## src/rtl/aysx_pkg.sv

```systemverilog
package aysx_pkg;

  // Field widths of one box and of one result.
  localparam int LOCAL_W = 21;
  localparam int PLACE_W = 22;
  localparam int YAW_W   = 16;
  localparam int SCALE_W = 17;
  localparam int WXZ_W   = 21;
  localparam int WY_W    = 20;

  // Trig format: sine and cosine in signed Q2.30.
  localparam int TRIG_FRAC_BITS = 30;
  localparam int TRIG_W         = TRIG_FRAC_BITS + 2;
  localparam int ROM_SHIFT      = 62 - TRIG_FRAC_BITS;

  // Rotated coordinate before scaling, and its integer part.
  localparam int T_W  = LOCAL_W + TRIG_W;
  localparam int TH_W = T_W - TRIG_FRAC_BITS;
  localparam int THS_W = TH_W + SCALE_W + 1;
  localparam int TLS_W = TRIG_FRAC_BITS + SCALE_W;
  localparam int P_W   = THS_W + 1;

  // Placement window and rejection limits.
  localparam int COORD_LIMIT = 1000000;
  localparam int SCALE_MAX   = 100000;

  // Floor division by 1000 is done as a shift by three and a multiply by
  // the reciprocal of 125. The scaled value is clamped to 33 signed bits
  // first; anything beyond that is rejected regardless of the exact value.
  localparam int                  PU_W        = 34;
  localparam logic [PU_W-1:0]     POS_OFFSET  = 34'd8388608000;
  localparam int                  OFFSET_Q    = 8388608;
  localparam logic signed [P_W-1:0] P_CLAMP_HI = P_W'(64'sd4294967295);
  localparam logic signed [P_W-1:0] P_CLAMP_LO = P_W'(-64'sd4294967296);
  localparam int                  DIV_X_W     = PU_W - 3;
  localparam logic [31:0]         DIV125_M    = 32'd2199023256;
  localparam int                  DIV125_SH   = 38;
  localparam int                  QM_W        = DIV_X_W + 32;
  localparam int                  Q_W         = QM_W - DIV125_SH;
  localparam int                  FL_W        = 26;

  // Yaw reduction modulo 360: bias to a positive value, then divide by 360
  // as a shift by three and a reciprocal multiply by 45.
  localparam int          YAW_BIAS = 33120;
  localparam int          YU_W     = YAW_W + 1;
  localparam logic [14:0] DIV45_M  = 15'd23302;
  localparam int          DIV45_SH = 20;
  localparam int          ANG_W    = 9;

  // Y path.
  localparam int YP_W = LOCAL_W + SCALE_W + 1;
  localparam int YX_W = 30;
  localparam int YM_W = YX_W + 32;

  localparam int NUM_STAGES = 8;

  typedef logic signed [TRIG_W-1:0]  trig_t;
  typedef logic [TRIG_FRAC_BITS:0]   rom_entry_t;
  typedef rom_entry_t                sine_rom_t [0:90];
  typedef logic [NUM_STAGES:1]       stage_en_t;

  localparam logic [63:0] PI_Q62  = 64'hC90FDAA22168C235;
  localparam logic [63:0] Q62_ONE = 64'h4000000000000000;

  function automatic logic [63:0] mul_q62(logic [63:0] a, logic [63:0] b);
    logic [127:0] pr;
    pr = {64'd0, a} * {64'd0, b};
    return pr[125:62];
  endfunction

  function automatic rom_entry_t round_q62(logic [63:0] v);
    logic [63:0] r;
    r = (v + (64'd1 << (ROM_SHIFT - 1))) >> ROM_SHIFT;
    return r[TRIG_FRAC_BITS:0];
  endfunction

  // Sine series term k divides by (2k)(2k+1).
  function automatic logic [63:0] div_sin_den(logic [63:0] v, int k);
    case (k)
      1:       return v / 64'd6;
      2:       return v / 64'd20;
      3:       return v / 64'd42;
      4:       return v / 64'd72;
      5:       return v / 64'd110;
      6:       return v / 64'd156;
      7:       return v / 64'd210;
      8:       return v / 64'd272;
      9:       return v / 64'd342;
      10:      return v / 64'd420;
      11:      return v / 64'd506;
      default: return v / 64'd600;
    endcase
  endfunction

  // Cosine series term k divides by (2k-1)(2k).
  function automatic logic [63:0] div_cos_den(logic [63:0] v, int k);
    case (k)
      1:       return v / 64'd2;
      2:       return v / 64'd12;
      3:       return v / 64'd30;
      4:       return v / 64'd56;
      5:       return v / 64'd90;
      6:       return v / 64'd132;
      7:       return v / 64'd182;
      8:       return v / 64'd240;
      9:       return v / 64'd306;
      10:      return v / 64'd380;
      11:      return v / 64'd462;
      default: return v / 64'd552;
    endcase
  endfunction

  // Sine table for whole degrees 0..90, built at elaboration from Taylor
  // series in Q62. Entries above 45 degrees come from the cosine series.
  function automatic sine_rom_t build_sine_rom();
    sine_rom_t   rom;
    logic [63:0] step;
    logic [63:0] rest;
    logic [63:0] x;
    logic [63:0] x2;
    logic [63:0] st;
    logic [63:0] ss;
    logic [63:0] ct;
    logic [63:0] cs;
    step = PI_Q62 / 64'd180;
    rest = PI_Q62 % 64'd180;
    for (int d = 0; d <= 45; d++) begin
      x  = step * 64'(d) + (rest * 64'(d)) / 64'd180;
      x2 = mul_q62(x, x);
      st = x;
      ss = x;
      ct = Q62_ONE;
      cs = Q62_ONE;
      for (int k = 1; k <= 12; k++) begin
        st = div_sin_den(mul_q62(st, x2), k);
        ct = div_cos_den(mul_q62(ct, x2), k);
        if (k % 2 == 1) begin
          ss = ss - st;
          cs = cs - ct;
        end else begin
          ss = ss + st;
          cs = cs + ct;
        end
      end
      rom[d] = round_q62(ss);
      if (d < 45) begin
        rom[90 - d] = round_q62(cs);
      end
    end
    return rom;
  endfunction

  localparam sine_rom_t SINE_ROM = build_sine_rom();

  // Sine of a reduced angle 0..359 by quadrant symmetry.
  function automatic trig_t trig_lookup(logic [ANG_W-1:0] r);
    logic [ANG_W-1:0] idx;
    logic             neg;
    trig_t            mag;
    if (r <= 9'd90) begin
      idx = r;
      neg = 1'b0;
    end else if (r <= 9'd180) begin
      idx = 9'd180 - r;
      neg = 1'b0;
    end else if (r <= 9'd270) begin
      idx = r - 9'd180;
      neg = 1'b1;
    end else begin
      idx = 9'd360 - r;
      neg = 1'b1;
    end
    mag = trig_t'({1'b0, SINE_ROM[idx[6:0]]});
    return neg ? -mag : mag;
  endfunction

endpackage

```

## src/rtl/aysx_yscale.sv

```systemverilog
module aysx_yscale (
  input  logic                                 clk,
  input  aysx_pkg::stage_en_t                  en,
  input  logic signed [aysx_pkg::LOCAL_W-1:0]  local_y,
  input  logic signed [aysx_pkg::PLACE_W-1:0]  place_y,
  input  logic [aysx_pkg::SCALE_W-1:0]         scale,
  output logic signed [aysx_pkg::FL_W-1:0]     world_y_r
);
  import aysx_pkg::*;

  logic signed [YP_W-1:0]    yp_r;
  logic signed [PLACE_W-1:0] py1_r;
  logic signed [PLACE_W-1:0] py2_r;
  logic signed [PLACE_W-1:0] py3_r;
  logic [YP_W-1:0]           mag;
  logic [YX_W-1:0]           yx_r;
  logic                      neg2_r;
  logic                      neg3_r;
  logic [YM_W-1:0]           ym_r;
  logic signed [FL_W-1:0]    yq;

  always_ff @(posedge clk) begin
    if (en[1]) begin
      yp_r  <= YP_W'(local_y) * YP_W'($signed({1'b0, scale}));
      py1_r <= place_y;
    end
  end

  // Truncation toward zero works on the magnitude. Magnitudes beyond 33
  // bits are clamped; they land far outside the accepted window anyway.
  always_comb begin
    mag = yp_r[YP_W-1] ? YP_W'(-yp_r) : YP_W'(yp_r);
    if (mag > YP_W'(64'h1FFFFFFFF)) begin
      mag = YP_W'(64'h1FFFFFFFF);
    end
  end

  always_ff @(posedge clk) begin
    if (en[2]) begin
      yx_r   <= mag[YX_W+2:3];
      neg2_r <= yp_r[YP_W-1];
      py2_r  <= py1_r;
    end
    if (en[3]) begin
      ym_r   <= YM_W'(yx_r) * YM_W'(DIV125_M);
      neg3_r <= neg2_r;
      py3_r  <= py2_r;
    end
  end

  assign yq = FL_W'(ym_r[YM_W-1:DIV125_SH]);

  always_ff @(posedge clk) begin
    if (en[4]) begin
      world_y_r <= neg3_r ? FL_W'(py3_r) - yq : FL_W'(py3_r) + yq;
    end
  end

endmodule

```

## config.mk

```make
export PLATFORM = sky130hd
export DESIGN_NAME = aysx_yscale
export DESIGN_NICKNAME = d
export VERILOG_FILES = /design/src/rtl/aysx_pkg.sv /design/src/rtl/aysx_yscale.sv
export SDC_FILE = /design/constraint.sdc
export NUM_CORES = 2
export LEC_CHECK = 0
export BUFFER_PORTS_ARGS = -buffer_cell sky130_fd_sc_hd__buf_4
export CAP_MARGIN = 15
export CORE_AREA = 2 2 260 262
export CTS_BUF_LIST = sky130_fd_sc_hd__clkbuf_8
export DETAILED_ROUTE_END_ITERATION = 10
export DIE_AREA = 0 0 262 264
export PLACE_DENSITY_LB_ADDON = 0.08
export SLEW_MARGIN = 20
export SYNTH_ARGS = -nofsm -noshare
export SYNTH_HDL_FRONTEND = slang
export SYNTH_SLANG_ARGS = --single-unit
```

## constraint.sdc

```tcl
create_clock -name clk -period 8.25 [get_ports clk]
set_input_delay 1.65 -clock clk [delete_from_list [all_inputs] [get_ports clk]]
set_output_delay 1.65 -clock clk [all_outputs]
set_load 0.005 [all_outputs]
```

==> impl_metrics.tcl <==
set metrics [dict create \
    synth_edf_count 187 \
    worstSetupPathType "flip-flop to flip-flop" \
    netlist_area_mm2 0.0349 \
    core_mm2 0.0666 \
    fin_setup_tns_ns 0 \
    drive_above_1_share_pct 5.59 \
    finalCriticalPeriod_ns 7.78 \
    cts_resized 0 \
    wirelength_um 74100 \
    dp_hpwl_um 64400 \
    r2r-end "ym_r[57]$_DFFE_PP_" \
    viasPerCell 5.11 \
    clock_latency_ns 0.49 \
    crit_required_ns 8.50 \
    vias 22700 \
    postCtsHoldBufs 0 \
    die_width_um 262 \
    drtAntennaViolNets 0 \
    grt_max_degree 62 \
    die_h_um 264 \
    rsz0062_at_grt "false" \
    end_kind "flip-flop" \
    regArea_mm2 0.00562 \
    first_pass_iters 7 \
    syn_to_final_growth_pct 6.00 \
    cts_setup_buffers 0 \
    min_from "py2_r[13]$_DFFE_PP_" \
    routabilityCongestion 0.903 \
    setup_viol 0 \
    slew_headroom_pct 49.1 \
    ys_warn_count 0 \
    nets 4748 \
    rrSetupSlack_ns 0.47 \
    num-fill-cells 5940 \
    grt_use_total_pct 22.6 \
    hold_class "flip-flop to flip-flop" \
    portBuffers 90 \
    synth-main-ff-cell "edfxtp_1" \
    clk_pin_slew_ns 0.12 \
    core.rowCount 95 \
    hold_depth 0 \
    drv_slew 0 \
    grt_pass1_vias 25300 \
    syn_area_per_cell_um2 10.0 \
    synth_seq_area_share_pct 16.1 \
    async_flop_share_pct 0 \
    multiInputGateArea_mm2 0.0252 \
    rr_startpoint "yx_r[9]$_SDFFCE_PN1P_" \
    clockBufferDepth 2 \
    cp-start-kind "flip-flop" \
    ys_ff_latch 187 \
    drtIter0Drc 938 \
    fin_skew_ns 0.0298 \
    syn_nets 4683 \
    tritoncts "built" \
    reg2reg_depth 23 \
    clkSinkCount 187 \
    hold_violations 0 \
    crit_fanout 6 \
    synthCells 3486 \
    io_pins 95 \
    antenna_found_initial 1 \
    routedWlPerCell_um 16.7 \
    worst_pin_slew_ns 0.762 \
    cap_violations 0 \
    final.period_utilization_pct 94.3 \
    crit_arrival_ns 8.04 \
    drc 0 \
    start_util_pct 52.4 \
    cts_buffers 17 \
    root_buffer "clkbuf_8" \
    status "finished, final reports clean" \
    dieArea_mm2 0.0692 \
    min_to "py3_r[13]$_DFFE_PP_" \
    htree_levels 4 \
    overflow 0 \
    fmax_mhz 129 \
    grt_pass1_wl_um 125000 \
    synth_cell_type_count 66 \
]
-- worst max path at each step --
stage / slack (ns) / start / to / cells past startpoint
2_1_floorplan: 0.56 / local_y[13] / yp_r[36]$_DFFE_PP_ / 23
3_3_place_gp: 0.33 / scale[3] / yp_r[37]$_DFFE_PP_ / 24
3_5_place_dp: 0.29 / scale[3] / yp_r[37]$_DFFE_PP_ / 24
4_1_cts: 0.48 / yx_r[9]$_SDFFCE_PN1P_ / ym_r[57]$_DFFE_PP_ / 23
5_1_grt: 0.20 / yx_r[11]$_SDFFCE_PN1P_ / ym_r[57]$_DFFE_PP_ / 23
6_report: 0.47 / yx_r[9]$_SDFFCE_PN1P_ / ym_r[57]$_DFFE_PP_ / 23
-- cells in the final DEF (no fill, tap or decap), drive strengths merged, types with 63 or more instances in the layout --
cell type,netlist,layout
xnor2,80,80
a21oi,92,92
nor2,67,67
nand2,330,330
inv,1003,1011
and2,124,124
edfxtp,187,187
ha,495,495
fa,633,633
o21ai,63,63
buf,7,121
-- metrics by stage --
stage | cell area, um^2 | hold slack [ns] | worst slack (ns) | std cells | utilization [%]
floorplan | 34900 | 0.400 | 0.562 | 3486 | -
global placement | 36600 | 0.402 | 0.325 | 4404 | 55.0
detailed placement | 36600 | 0.405 | 0.290 | 4404 | 55.0
CTS | 37000 | 0.415 | 0.485 | 4435 | 55.6
global route | 37000 | 0.419 | 0.200 | 4437 | 55.6
finish | 37000 | 0.415 | 0.468 | 4437 | 55.6
-- synth_stat cells (6+ instances only) --
cell	instances	area share [%]
xnor2_1	80	2.0
o21a_1	17	0.37
and2_1	124	2.2
o21ai_0	63	0.90
o41ai_1	8	0.20
nand2_2	30	0.54
a21o_1	47	1.0
edfxtp_1	187	16
o31ai_1	9	0.19
and3_1	16	0.29
clkbuf_1	68	0.73
inv_1	1003	11
or4_1	6	0.13
nand3_1	24	0.34
nor2_1	66	0.71
xor2_1	55	1.4
nand2_1	300	3.2
or3_1	6	0.11
ha_1	495	18
nand4_1	11	0.20
a21oi_1	92	1.3
a31oi_1	11	0.20
a211oi_1	12	0.26
o21bai_1	10	0.22
nor2b_1	9	0.16
o211ai_1	7	0.15
nand2b_1	11	0.20
fa_1	633	36
nor3_1	16	0.23
nor4_1	7	0.13
-- registers in the layout, indices dropped and copies added (netlist names) --
register,flops
py3_r,22
neg2_r,1
yx_r,30
world_y_r,26
py1_r,22
ym_r,24
neg3_r,1
py2_r,22
yp_r,39
-- cell type report --
class / count / share of cell area, %
timing repair buffer: 121 / 2.48
sequential: 187 / 15.2
tap: 873 / 2.95
clock buffer: 17 / 0.632
clock inverter: 14 / 0.416
antenna: 1 / 0.00676
inverter: 1003 / 10.2
multi-input combinational: 2221 / 68.2
-- metal layers --
| metal | part of all wire (%) | wire length (um) | global-route usage [%] | vias to the layer above |
|---|---|---|---|---|
| li1 | - | - | - | 10800 |
| met1 | 46 | 33800 | 30.7 | 11400 |
| met2 | 50 | 37000 | 39.8 | 400 |
| met3 | 2.8 | 2110 | 1.58 | 73 |
| met4 | 1.7 | 1230 | 4.84 | 0 |
| met5 | 0 | 0 | 0 | - |
-- worst max-delay path, stage by stage, from the launching register on --
cell and delay, ns:
edfxtp_1 0.61, ha_1 0.43, fa_1 0.42, fa_1 0.49, inv_1 0.05, fa_1 0.47
inv_1 0.05, fa_1 0.48, fa_1 0.51, fa_1 0.49, inv_1 0.05, fa_1 0.49
inv_1 0.05, ha_1 0.31, and3_1 0.20, a221o_1 0.38, or4b_2 0.61, a311oi_1 0.27
buf_4 0.21, nor3_1 0.08, o211ai_1 0.29, nand2_1 0.16, a221oi_1 0.36, xnor2_1 0.10
-- cell families (layout without fill, tap and decap cells) --
| kind of cell | after synthesis | in the layout | synth area share (%) |
|---|---|---|---|
| AOI/OAI and AO/OA | 312 | 312 | 5.77 |
| xor gates and xnor gates | 135 | 135 | 3.39 |
| adders and majority gates | 1128 | 1128 | 54.0 |
| buffers and inverters | 1078 | 1155 | 11.7 |
| DFF | 187 | 187 | 16.1 |
| muxes | 1 | 1 | 0.0287 |
| other | 0 | 1 | 0 |
| and+or+nand+nor | 645 | 645 | 9.02 |
Power is not shown: default switching activity piles up to over one toggle a cycle in this logic, so the estimate is an artifact.
