==> src/rtl/aysx_pkg.sv <==
package aysx_pkg;

  // Field widths of one box and of one result.
  localparam int LOCAL_W = 21;
  localparam int PLACE_W = 22;
  localparam int YAW_W   = 16;
  localparam int SCALE_W = 17;
  localparam int WXZ_W   = 21;
  localparam int WY_W    = 20;

  // Trig format: sine and cosine in signed Q2.30.
  localparam int TRIG_FRAC_BITS = 30;
  localparam int TRIG_W         = TRIG_FRAC_BITS + 2;
  localparam int ROM_SHIFT      = 62 - TRIG_FRAC_BITS;

  // Rotated coordinate before scaling, and its integer part.
  localparam int T_W  = LOCAL_W + TRIG_W;
  localparam int TH_W = T_W - TRIG_FRAC_BITS;
  localparam int THS_W = TH_W + SCALE_W + 1;
  localparam int TLS_W = TRIG_FRAC_BITS + SCALE_W;
  localparam int P_W   = THS_W + 1;

  // Placement window and rejection limits.
  localparam int COORD_LIMIT = 1000000;
  localparam int SCALE_MAX   = 100000;

  // Floor division by 1000 is done as a shift by three and a multiply by
  // the reciprocal of 125. The scaled value is clamped to 33 signed bits
  // first; anything beyond that is rejected regardless of the exact value.
  localparam int                  PU_W        = 34;
  localparam logic [PU_W-1:0]     POS_OFFSET  = 34'd8388608000;
  localparam int                  OFFSET_Q    = 8388608;
  localparam logic signed [P_W-1:0] P_CLAMP_HI = P_W'(64'sd4294967295);
  localparam logic signed [P_W-1:0] P_CLAMP_LO = P_W'(-64'sd4294967296);
  localparam int                  DIV_X_W     = PU_W - 3;
  localparam logic [31:0]         DIV125_M    = 32'd2199023256;
  localparam int                  DIV125_SH   = 38;
  localparam int                  QM_W        = DIV_X_W + 32;
  localparam int                  Q_W         = QM_W - DIV125_SH;
  localparam int                  FL_W        = 26;

  // Yaw reduction modulo 360: bias to a positive value, then divide by 360
  // as a shift by three and a reciprocal multiply by 45.
  localparam int          YAW_BIAS = 33120;
  localparam int          YU_W     = YAW_W + 1;
  localparam logic [14:0] DIV45_M  = 15'd23302;
  localparam int          DIV45_SH = 20;
  localparam int          ANG_W    = 9;

  // Y path.
  localparam int YP_W = LOCAL_W + SCALE_W + 1;
  localparam int YX_W = 30;
  localparam int YM_W = YX_W + 32;

  localparam int NUM_STAGES = 8;

  typedef logic signed [TRIG_W-1:0]  trig_t;
  typedef logic [TRIG_FRAC_BITS:0]   rom_entry_t;
  typedef rom_entry_t                sine_rom_t [0:90];
  typedef logic [NUM_STAGES:1]       stage_en_t;

  localparam logic [63:0] PI_Q62  = 64'hC90FDAA22168C235;
  localparam logic [63:0] Q62_ONE = 64'h4000000000000000;

  function automatic logic [63:0] mul_q62(logic [63:0] a, logic [63:0] b);
    logic [127:0] pr;
    pr = {64'd0, a} * {64'd0, b};
    return pr[125:62];
  endfunction

  function automatic rom_entry_t round_q62(logic [63:0] v);
    logic [63:0] r;
    r = (v + (64'd1 << (ROM_SHIFT - 1))) >> ROM_SHIFT;
    return r[TRIG_FRAC_BITS:0];
  endfunction

  // Sine series term k divides by (2k)(2k+1).
  function automatic logic [63:0] div_sin_den(logic [63:0] v, int k);
    case (k)
      1:       return v / 64'd6;
      2:       return v / 64'd20;
      3:       return v / 64'd42;
      4:       return v / 64'd72;
      5:       return v / 64'd110;
      6:       return v / 64'd156;
      7:       return v / 64'd210;
      8:       return v / 64'd272;
      9:       return v / 64'd342;
      10:      return v / 64'd420;
      11:      return v / 64'd506;
      default: return v / 64'd600;
    endcase
  endfunction

  // Cosine series term k divides by (2k-1)(2k).
  function automatic logic [63:0] div_cos_den(logic [63:0] v, int k);
    case (k)
      1:       return v / 64'd2;
      2:       return v / 64'd12;
      3:       return v / 64'd30;
      4:       return v / 64'd56;
      5:       return v / 64'd90;
      6:       return v / 64'd132;
      7:       return v / 64'd182;
      8:       return v / 64'd240;
      9:       return v / 64'd306;
      10:      return v / 64'd380;
      11:      return v / 64'd462;
      default: return v / 64'd552;
    endcase
  endfunction

  // Sine table for whole degrees 0..90, built at elaboration from Taylor
  // series in Q62. Entries above 45 degrees come from the cosine series.
  function automatic sine_rom_t build_sine_rom();
    sine_rom_t   rom;
    logic [63:0] step;
    logic [63:0] rest;
    logic [63:0] x;
    logic [63:0] x2;
    logic [63:0] st;
    logic [63:0] ss;
    logic [63:0] ct;
    logic [63:0] cs;
    step = PI_Q62 / 64'd180;
    rest = PI_Q62 % 64'd180;
    for (int d = 0; d <= 45; d++) begin
      x  = step * 64'(d) + (rest * 64'(d)) / 64'd180;
      x2 = mul_q62(x, x);
      st = x;
      ss = x;
      ct = Q62_ONE;
      cs = Q62_ONE;
      for (int k = 1; k <= 12; k++) begin
        st = div_sin_den(mul_q62(st, x2), k);
        ct = div_cos_den(mul_q62(ct, x2), k);
        if (k % 2 == 1) begin
          ss = ss - st;
          cs = cs - ct;
        end else begin
          ss = ss + st;
          cs = cs + ct;
        end
      end
      rom[d] = round_q62(ss);
      if (d < 45) begin
        rom[90 - d] = round_q62(cs);
      end
    end
    return rom;
  endfunction

  localparam sine_rom_t SINE_ROM = build_sine_rom();

  // Sine of a reduced angle 0..359 by quadrant symmetry.
  function automatic trig_t trig_lookup(logic [ANG_W-1:0] r);
    logic [ANG_W-1:0] idx;
    logic             neg;
    trig_t            mag;
    if (r <= 9'd90) begin
      idx = r;
      neg = 1'b0;
    end else if (r <= 9'd180) begin
      idx = 9'd180 - r;
      neg = 1'b0;
    end else if (r <= 9'd270) begin
      idx = r - 9'd180;
      neg = 1'b1;
    end else begin
      idx = 9'd360 - r;
      neg = 1'b1;
    end
    mag = trig_t'({1'b0, SINE_ROM[idx[6:0]]});
    return neg ? -mag : mag;
  endfunction

endpackage

==> src/rtl/aysx_corner.sv <==
module aysx_corner (
  input  logic                                 clk,
  input  aysx_pkg::stage_en_t                  en,
  input  logic signed [aysx_pkg::T_W-1:0]      t,
  input  logic [aysx_pkg::SCALE_W-1:0]         scale,
  input  logic signed [aysx_pkg::PLACE_W-1:0]  base,
  output logic signed [aysx_pkg::FL_W-1:0]     fl_r,
  output logic signed [aysx_pkg::FL_W-1:0]     ce_r
);
  import aysx_pkg::*;

  logic signed [TH_W-1:0]    th;
  logic [TRIG_FRAC_BITS-1:0] tl;
  logic signed [THS_W-1:0]   ths_r;
  logic [TLS_W-1:0]          tls_r;
  logic signed [PLACE_W-1:0] base4_r;
  logic signed [PLACE_W-1:0] base5_r;
  logic signed [PLACE_W-1:0] base6_r;
  logic signed [P_W-1:0]     p;
  logic signed [P_W-1:0]     pc;
  logic [PU_W-1:0]           pu;
  logic [PU_W-1:0]           pu5_r;
  logic [PU_W-1:0]           pu6_r;
  logic                      r1_5_r;
  logic                      r1_6_r;
  logic [QM_W-1:0]           qm_r;
  logic [Q_W-1:0]            q;
  logic [PU_W-1:0]           rem;
  logic signed [FL_W-1:0]    fl;
  logic                      inexact;

  // Split into the floor integer part and the fraction so that each
  // product with the scale stays narrow.
  assign th = t[T_W-1:TRIG_FRAC_BITS];
  assign tl = t[TRIG_FRAC_BITS-1:0];

  always_ff @(posedge clk) begin
    if (en[4]) begin
      ths_r   <= THS_W'(th) * THS_W'($signed({1'b0, scale}));
      tls_r   <= TLS_W'(tl) * TLS_W'(scale);
      base4_r <= base;
    end
  end

  always_comb begin
    p = P_W'(ths_r) + P_W'($signed({1'b0, tls_r[TLS_W-1:TRIG_FRAC_BITS]}));
    if (p > P_CLAMP_HI) begin
      pc = P_CLAMP_HI;
    end else if (p < P_CLAMP_LO) begin
      pc = P_CLAMP_LO;
    end else begin
      pc = p;
    end
    pu = PU_W'(pc) + POS_OFFSET;
  end

  always_ff @(posedge clk) begin
    if (en[5]) begin
      pu5_r   <= pu;
      r1_5_r  <= (tls_r[TRIG_FRAC_BITS-1:0] != '0);
      base5_r <= base4_r;
    end
    if (en[6]) begin
      qm_r    <= QM_W'(pu5_r[PU_W-1:3]) * QM_W'(DIV125_M);
      pu6_r   <= pu5_r;
      r1_6_r  <= r1_5_r;
      base6_r <= base5_r;
    end
  end

  always_comb begin
    q       = qm_r[QM_W-1:DIV125_SH];
    rem     = pu6_r - PU_W'(q) * PU_W'(1000);
    inexact = r1_6_r || (rem != '0);
    fl      = FL_W'(base6_r) + FL_W'($signed({1'b0, q})) - FL_W'(OFFSET_Q);
  end

  always_ff @(posedge clk) begin
    if (en[7]) begin
      fl_r <= fl;
      ce_r <= fl + FL_W'(inexact);
    end
  end

endmodule

==> config.mk <==
export PLATFORM = sky130hd
export DESIGN_NAME = aysx_corner
export DESIGN_NICKNAME = d
export VERILOG_FILES = /design/src/rtl/aysx_pkg.sv /design/src/rtl/aysx_corner.sv
export SDC_FILE = /design/constraint.sdc
export NUM_CORES = 2
export LEC_CHECK = 0
export ABC_CLOCK_PERIOD_IN_PS = 7650
export BUFFER_PORTS_ARGS = -buffer_cell sky130_fd_sc_hd__buf_2
export CAP_MARGIN = 20
export CORE_ASPECT_RATIO = 2
export CORE_MARGIN = 5
export CORE_UTILIZATION = 58
export CTS_BUF_LIST = sky130_fd_sc_hd__clkbuf_16
export DETAILED_ROUTE_END_ITERATION = 16
export PLACE_DENSITY = 0.82
export SYNTH_ARGS = -nofsm -noshare
export SYNTH_HDL_FRONTEND = slang
export SYNTH_SLANG_ARGS = --single-unit
export TNS_END_PERCENT = 1
==> constraint.sdc <==
create_clock -name clk -period 7.65 [get_ports clk]
set_input_delay 1.53 -clock clk [delete_from_list [all_inputs] [get_ports clk]]
set_output_delay 1.53 -clock clk [all_outputs]
set_load 0.01 [all_outputs]
==> qor.txt <==
Outcome: finished with violations
Violations in the final reports: negative setup slack
Clock Latency Late Sink: 0.64 ns
Reg clk slew, reported paths: 0.07 ns
Number of vias per cell: 5.70
Type of the worst min-delay path: reg2reg
Number of buffer cells added on primary ports: 148
Peak Freq: 115 MHz
Max-slew violation total from the final report: 0
Largest net degree at the start of global routing: 63
Number of distinct library cell variants in the gate-level netlist after synthesis: 88
Area of the mapped netlist: 0.0613 mm²
Proportion of netlist area held by the largest area contributor: 0.387
Max-cap violations: 0
Top post-synthesis cells by area: sky130_fd_sc_hd__fa_1 39%, sky130_fd_sc_hd__ha_1 16%, sky130_fd_sc_hd__edfxtp_1 15%
CTS max path bufs: 3
Clock tree from TritonCTS: yes
Fill count: 7,678
Setup violations, final: 29
Weighted congestion at the end of routability-driven global placement: 1.03
Final antenna-violating net count: 0
Die X: 240 µm
Worst flop-to-flop path startpoint: qm_r[41]
Sequential element share of the synthesized area: 0.148
Post-detailed-route DRC marker count: 0
Initial detailed-routing violation count: 2,482
Flops & latches, synth: 301
Routed wire length per instance: 21.5 µm
Path depth of the worst reg2reg path: 41
Period Utilization, post-route: 1.14
Max_slew headroom: 0.229
Element type at the critical path end: flip-flop
Fraction of synthesis flops using an asynchronous set or reset pin: 0
Estimated wirelength of the detail-placed design: 151,000 µm
Required time at the worst-slack endpoint: 8.01 ns
Master of the slowest instance on the critical path: sky130_fd_sc_hd__edfxtp_1
Startpoint of the tightest hold check path: base5_r[3]
Sink of the worst hold path: base6_r[3]
Leading post-synthesis cells by instance count: 1,458 x sky130_fd_sc_hd__inv_1, 1,185 x sky130_fd_sc_hd__fa_1, 768 x sky130_fd_sc_hd__ha_1, 725 x sky130_fd_sc_hd__nand2_1, 314 x sky130_fd_sc_hd__and2_1
Clock Tree Root: sky130_fd_sc_hd__clkbuf_16
Cts hold-fix bufs: 0
Initial Utilization: 0.584
Number of CTS-inserted buffers: 29
RR Endpoint: ce_r[22]
Cell type with the largest total area after synthesis: sky130_fd_sc_hd__fa_1
Placed instance area: 0.0688 mm²
Largest incremental delay on the critical path: 0.52 ns
Total die area: 0.113 mm²
Element type at the critical path start: flip-flop
Peak fanout along the critical path: 5
Core area: 0.105 mm²
Crit path buffers/inverters: 7
Worst Path Arrival: 9.07 ns
Net count after synthesis: 8,211
Overall Global Routing Usage: 0.321
R2r setup slk: -1.06 ns
Layout cell share with drive strength beyond 1: 0.147
Die Height: 470 µm
Kind of critical path: reg2reg
Most common cell in the synthesized netlist: sky130_fd_sc_hd__inv_1
Antenna violations before repair: 6
Remaining Overflow, GRT: 0
Count of H-tree levels built during CTS: 1
Number of nets in the layout: 8,915
Post-route cell area: 0.0702 mm²
Family of cells with the greatest summed delay on the critical path: adder cells
Setup repair after global routing missed its margin: yes
Drt first pass iters: 6
Slew @ Worst Pin: 1.15 ns
Wire length of the first global-routing pass: 281,000 µm
Number of enable-type register cells in the synthesized netlist: 301
Number of global-route vias before repair: 54,500
Synthesized instance count: 6,157
Final setup margin: -1.06 ns
Hold Path Cell Cnt: 0
Area growth from synthesis to final layout: 14.7%
Top Ports: 153
Syn Area/Cell: 9.95 µm²
Vias: 47,000
Largest clock skew in the final design: 0.0246 ns
Synth Flop Type: sky130_fd_sc_hd__edfxtp_1
Number of warnings issued by yosys: 0
Time the worst path needs with I/O delays and setup: 8.71 ns
Num Clock Sinks: 301
Total detailed-routing wirelength: 177,000 µm
Placement Rows: 168
Count of final hold-check violations: 0
## layout make-up
type / count / area [µm²] / area share
tap: 1360 / 1700 / 0.0242
multi-input combinational: 4207 / 46400 / 0.661
clock buffer: 29 / 726 / 0.0103
timing repair buffer: 863 / 6660 / 0.0948
antenna: 4 / 10.0 / 0.000142
sequential: 301 / 9040 / 0.129
inverter: 1459 / 5480 / 0.0780
clock inverter: 25 / 193 / 0.00274
## how the worst max path moves through the flow
stage / slack (ns) / depth (start not counted) / startpoint / end
detailed placement: -1.44 / 38 / qm_r[39] / ce_r[22]
floorplan: -0.37 / 38 / qm_r[39] / ce_r[22]
CTS: -0.99 / 38 / qm_r[39] / ce_r[22]
global placement: -1.30 / 38 / qm_r[39] / ce_r[24]
finish: -1.06 / 41 / qm_r[41] / ce_r[22]
global route: -1.53 / 40 / qm_r[41] / ce_r[19]
## registers in the layout, indices dropped and copies added, names as in the netlist, 25 cells and up
| signal | cells |
|---|---|
| ths_r | 41 |
| fl_r | 26 |
| pu6_r | 34 |
| qm_r | 25 |
| pu5_r | 34 |
| tls_r | 47 |
| ce_r | 26 |
## worst reg2reg max path: cells and delay by family (launching register included)
family	cells	cell delay, ns
AO/OA/AOI/OAI	14	2.22
flip-flops	1	0.52
XOR/XNOR	4	0.62
adder cells (fa/ha/maj)	8	2.71
AND/OR/NAND/NOR	8	1.46
buffers and inverters	7	0.94
## cells in the final DEF, fill, tap and decap left out, types with 26 or more instances in the layout
cell type,instances
sky130_fd_sc_hd__clkbuf_16,29
sky130_fd_sc_hd__a21o_1,78
sky130_fd_sc_hd__xor2_1,76
sky130_fd_sc_hd__o21a_1,30
sky130_fd_sc_hd__edfxtp_1,301
sky130_fd_sc_hd__a21oi_1,149
sky130_fd_sc_hd__xnor2_1,136
sky130_fd_sc_hd__o21ai_0,119
sky130_fd_sc_hd__nand2_1,721
sky130_fd_sc_hd__inv_1,1461
sky130_fd_sc_hd__buf_2,143
sky130_fd_sc_hd__ha_1,751
sky130_fd_sc_hd__fa_1,1176
sky130_fd_sc_hd__nor2b_1,29
sky130_fd_sc_hd__nor3_1,40
sky130_fd_sc_hd__o21bai_1,28
sky130_fd_sc_hd__buf_4,669
sky130_fd_sc_hd__buf_12,41
sky130_fd_sc_hd__and3_1,26
sky130_fd_sc_hd__nor2_1,128
sky130_fd_sc_hd__and2_1,314
sky130_fd_sc_hd__nand3_1,53
## through the flow
stage          setup slack (ns)  TNS [ns]   util  instances  hold WS [ns]
2_1_floorplan            -0.372     -4.48      -       6157         0.400
3_3_place_gp              -1.30    -35.88  0.656       8183         0.405
3_5_place_dp              -1.44    -40.26  0.656       8183         0.405
4_1_cts                  -0.993    -19.61  0.667       8240         0.421
5_1_grt                   -1.53    -35.72  0.670       8246         0.425
6_report                  -1.06    -22.02  0.670       8248         0.416
## layer usage
| layer | wire (µm) | GRT usage |
|---|---|---|
| met5 | 22 | 0 |
| met4 | 22100 | 0.293 |
| met3 | 10200 | 0.0488 |
| met2 | 95800 | 0.599 |
| met1 | 49200 | 0.288 |
## timing repair
| action | in CTS | in global routing |
|---|---|---|
| gates resized for setup | 39 | 48 |
| setup endpoints to repair | 37 | 61 |
| setup buffers | 3 | 2 |
| pin swaps | 12 | 6 |
## logic make-up (layout without fill, tap and decap cells)
| group | count (synthesis) | after routing | share of synthesized area |
|---|---|---|---|
| flip-flops | 301 | 301 | 0.148 |
| AO/OA/AOI/OAI | 592 | 592 | 0.0626 |
| adder cells (fa/ha/maj) | 1953 | 1953 | 0.544 |
| multiplexers | 7 | 7 | 0.00114 |
| XOR/XNOR | 216 | 216 | 0.0317 |
| other | 0 | 4 | 0 |
| AND/OR/NAND/NOR | 1439 | 1439 | 0.112 |
| buffers and inverters | 1649 | 2376 | 0.101 |
Power is not shown: default switching activity piles up to over one toggle a cycle in this logic, so the estimate is an artifact.
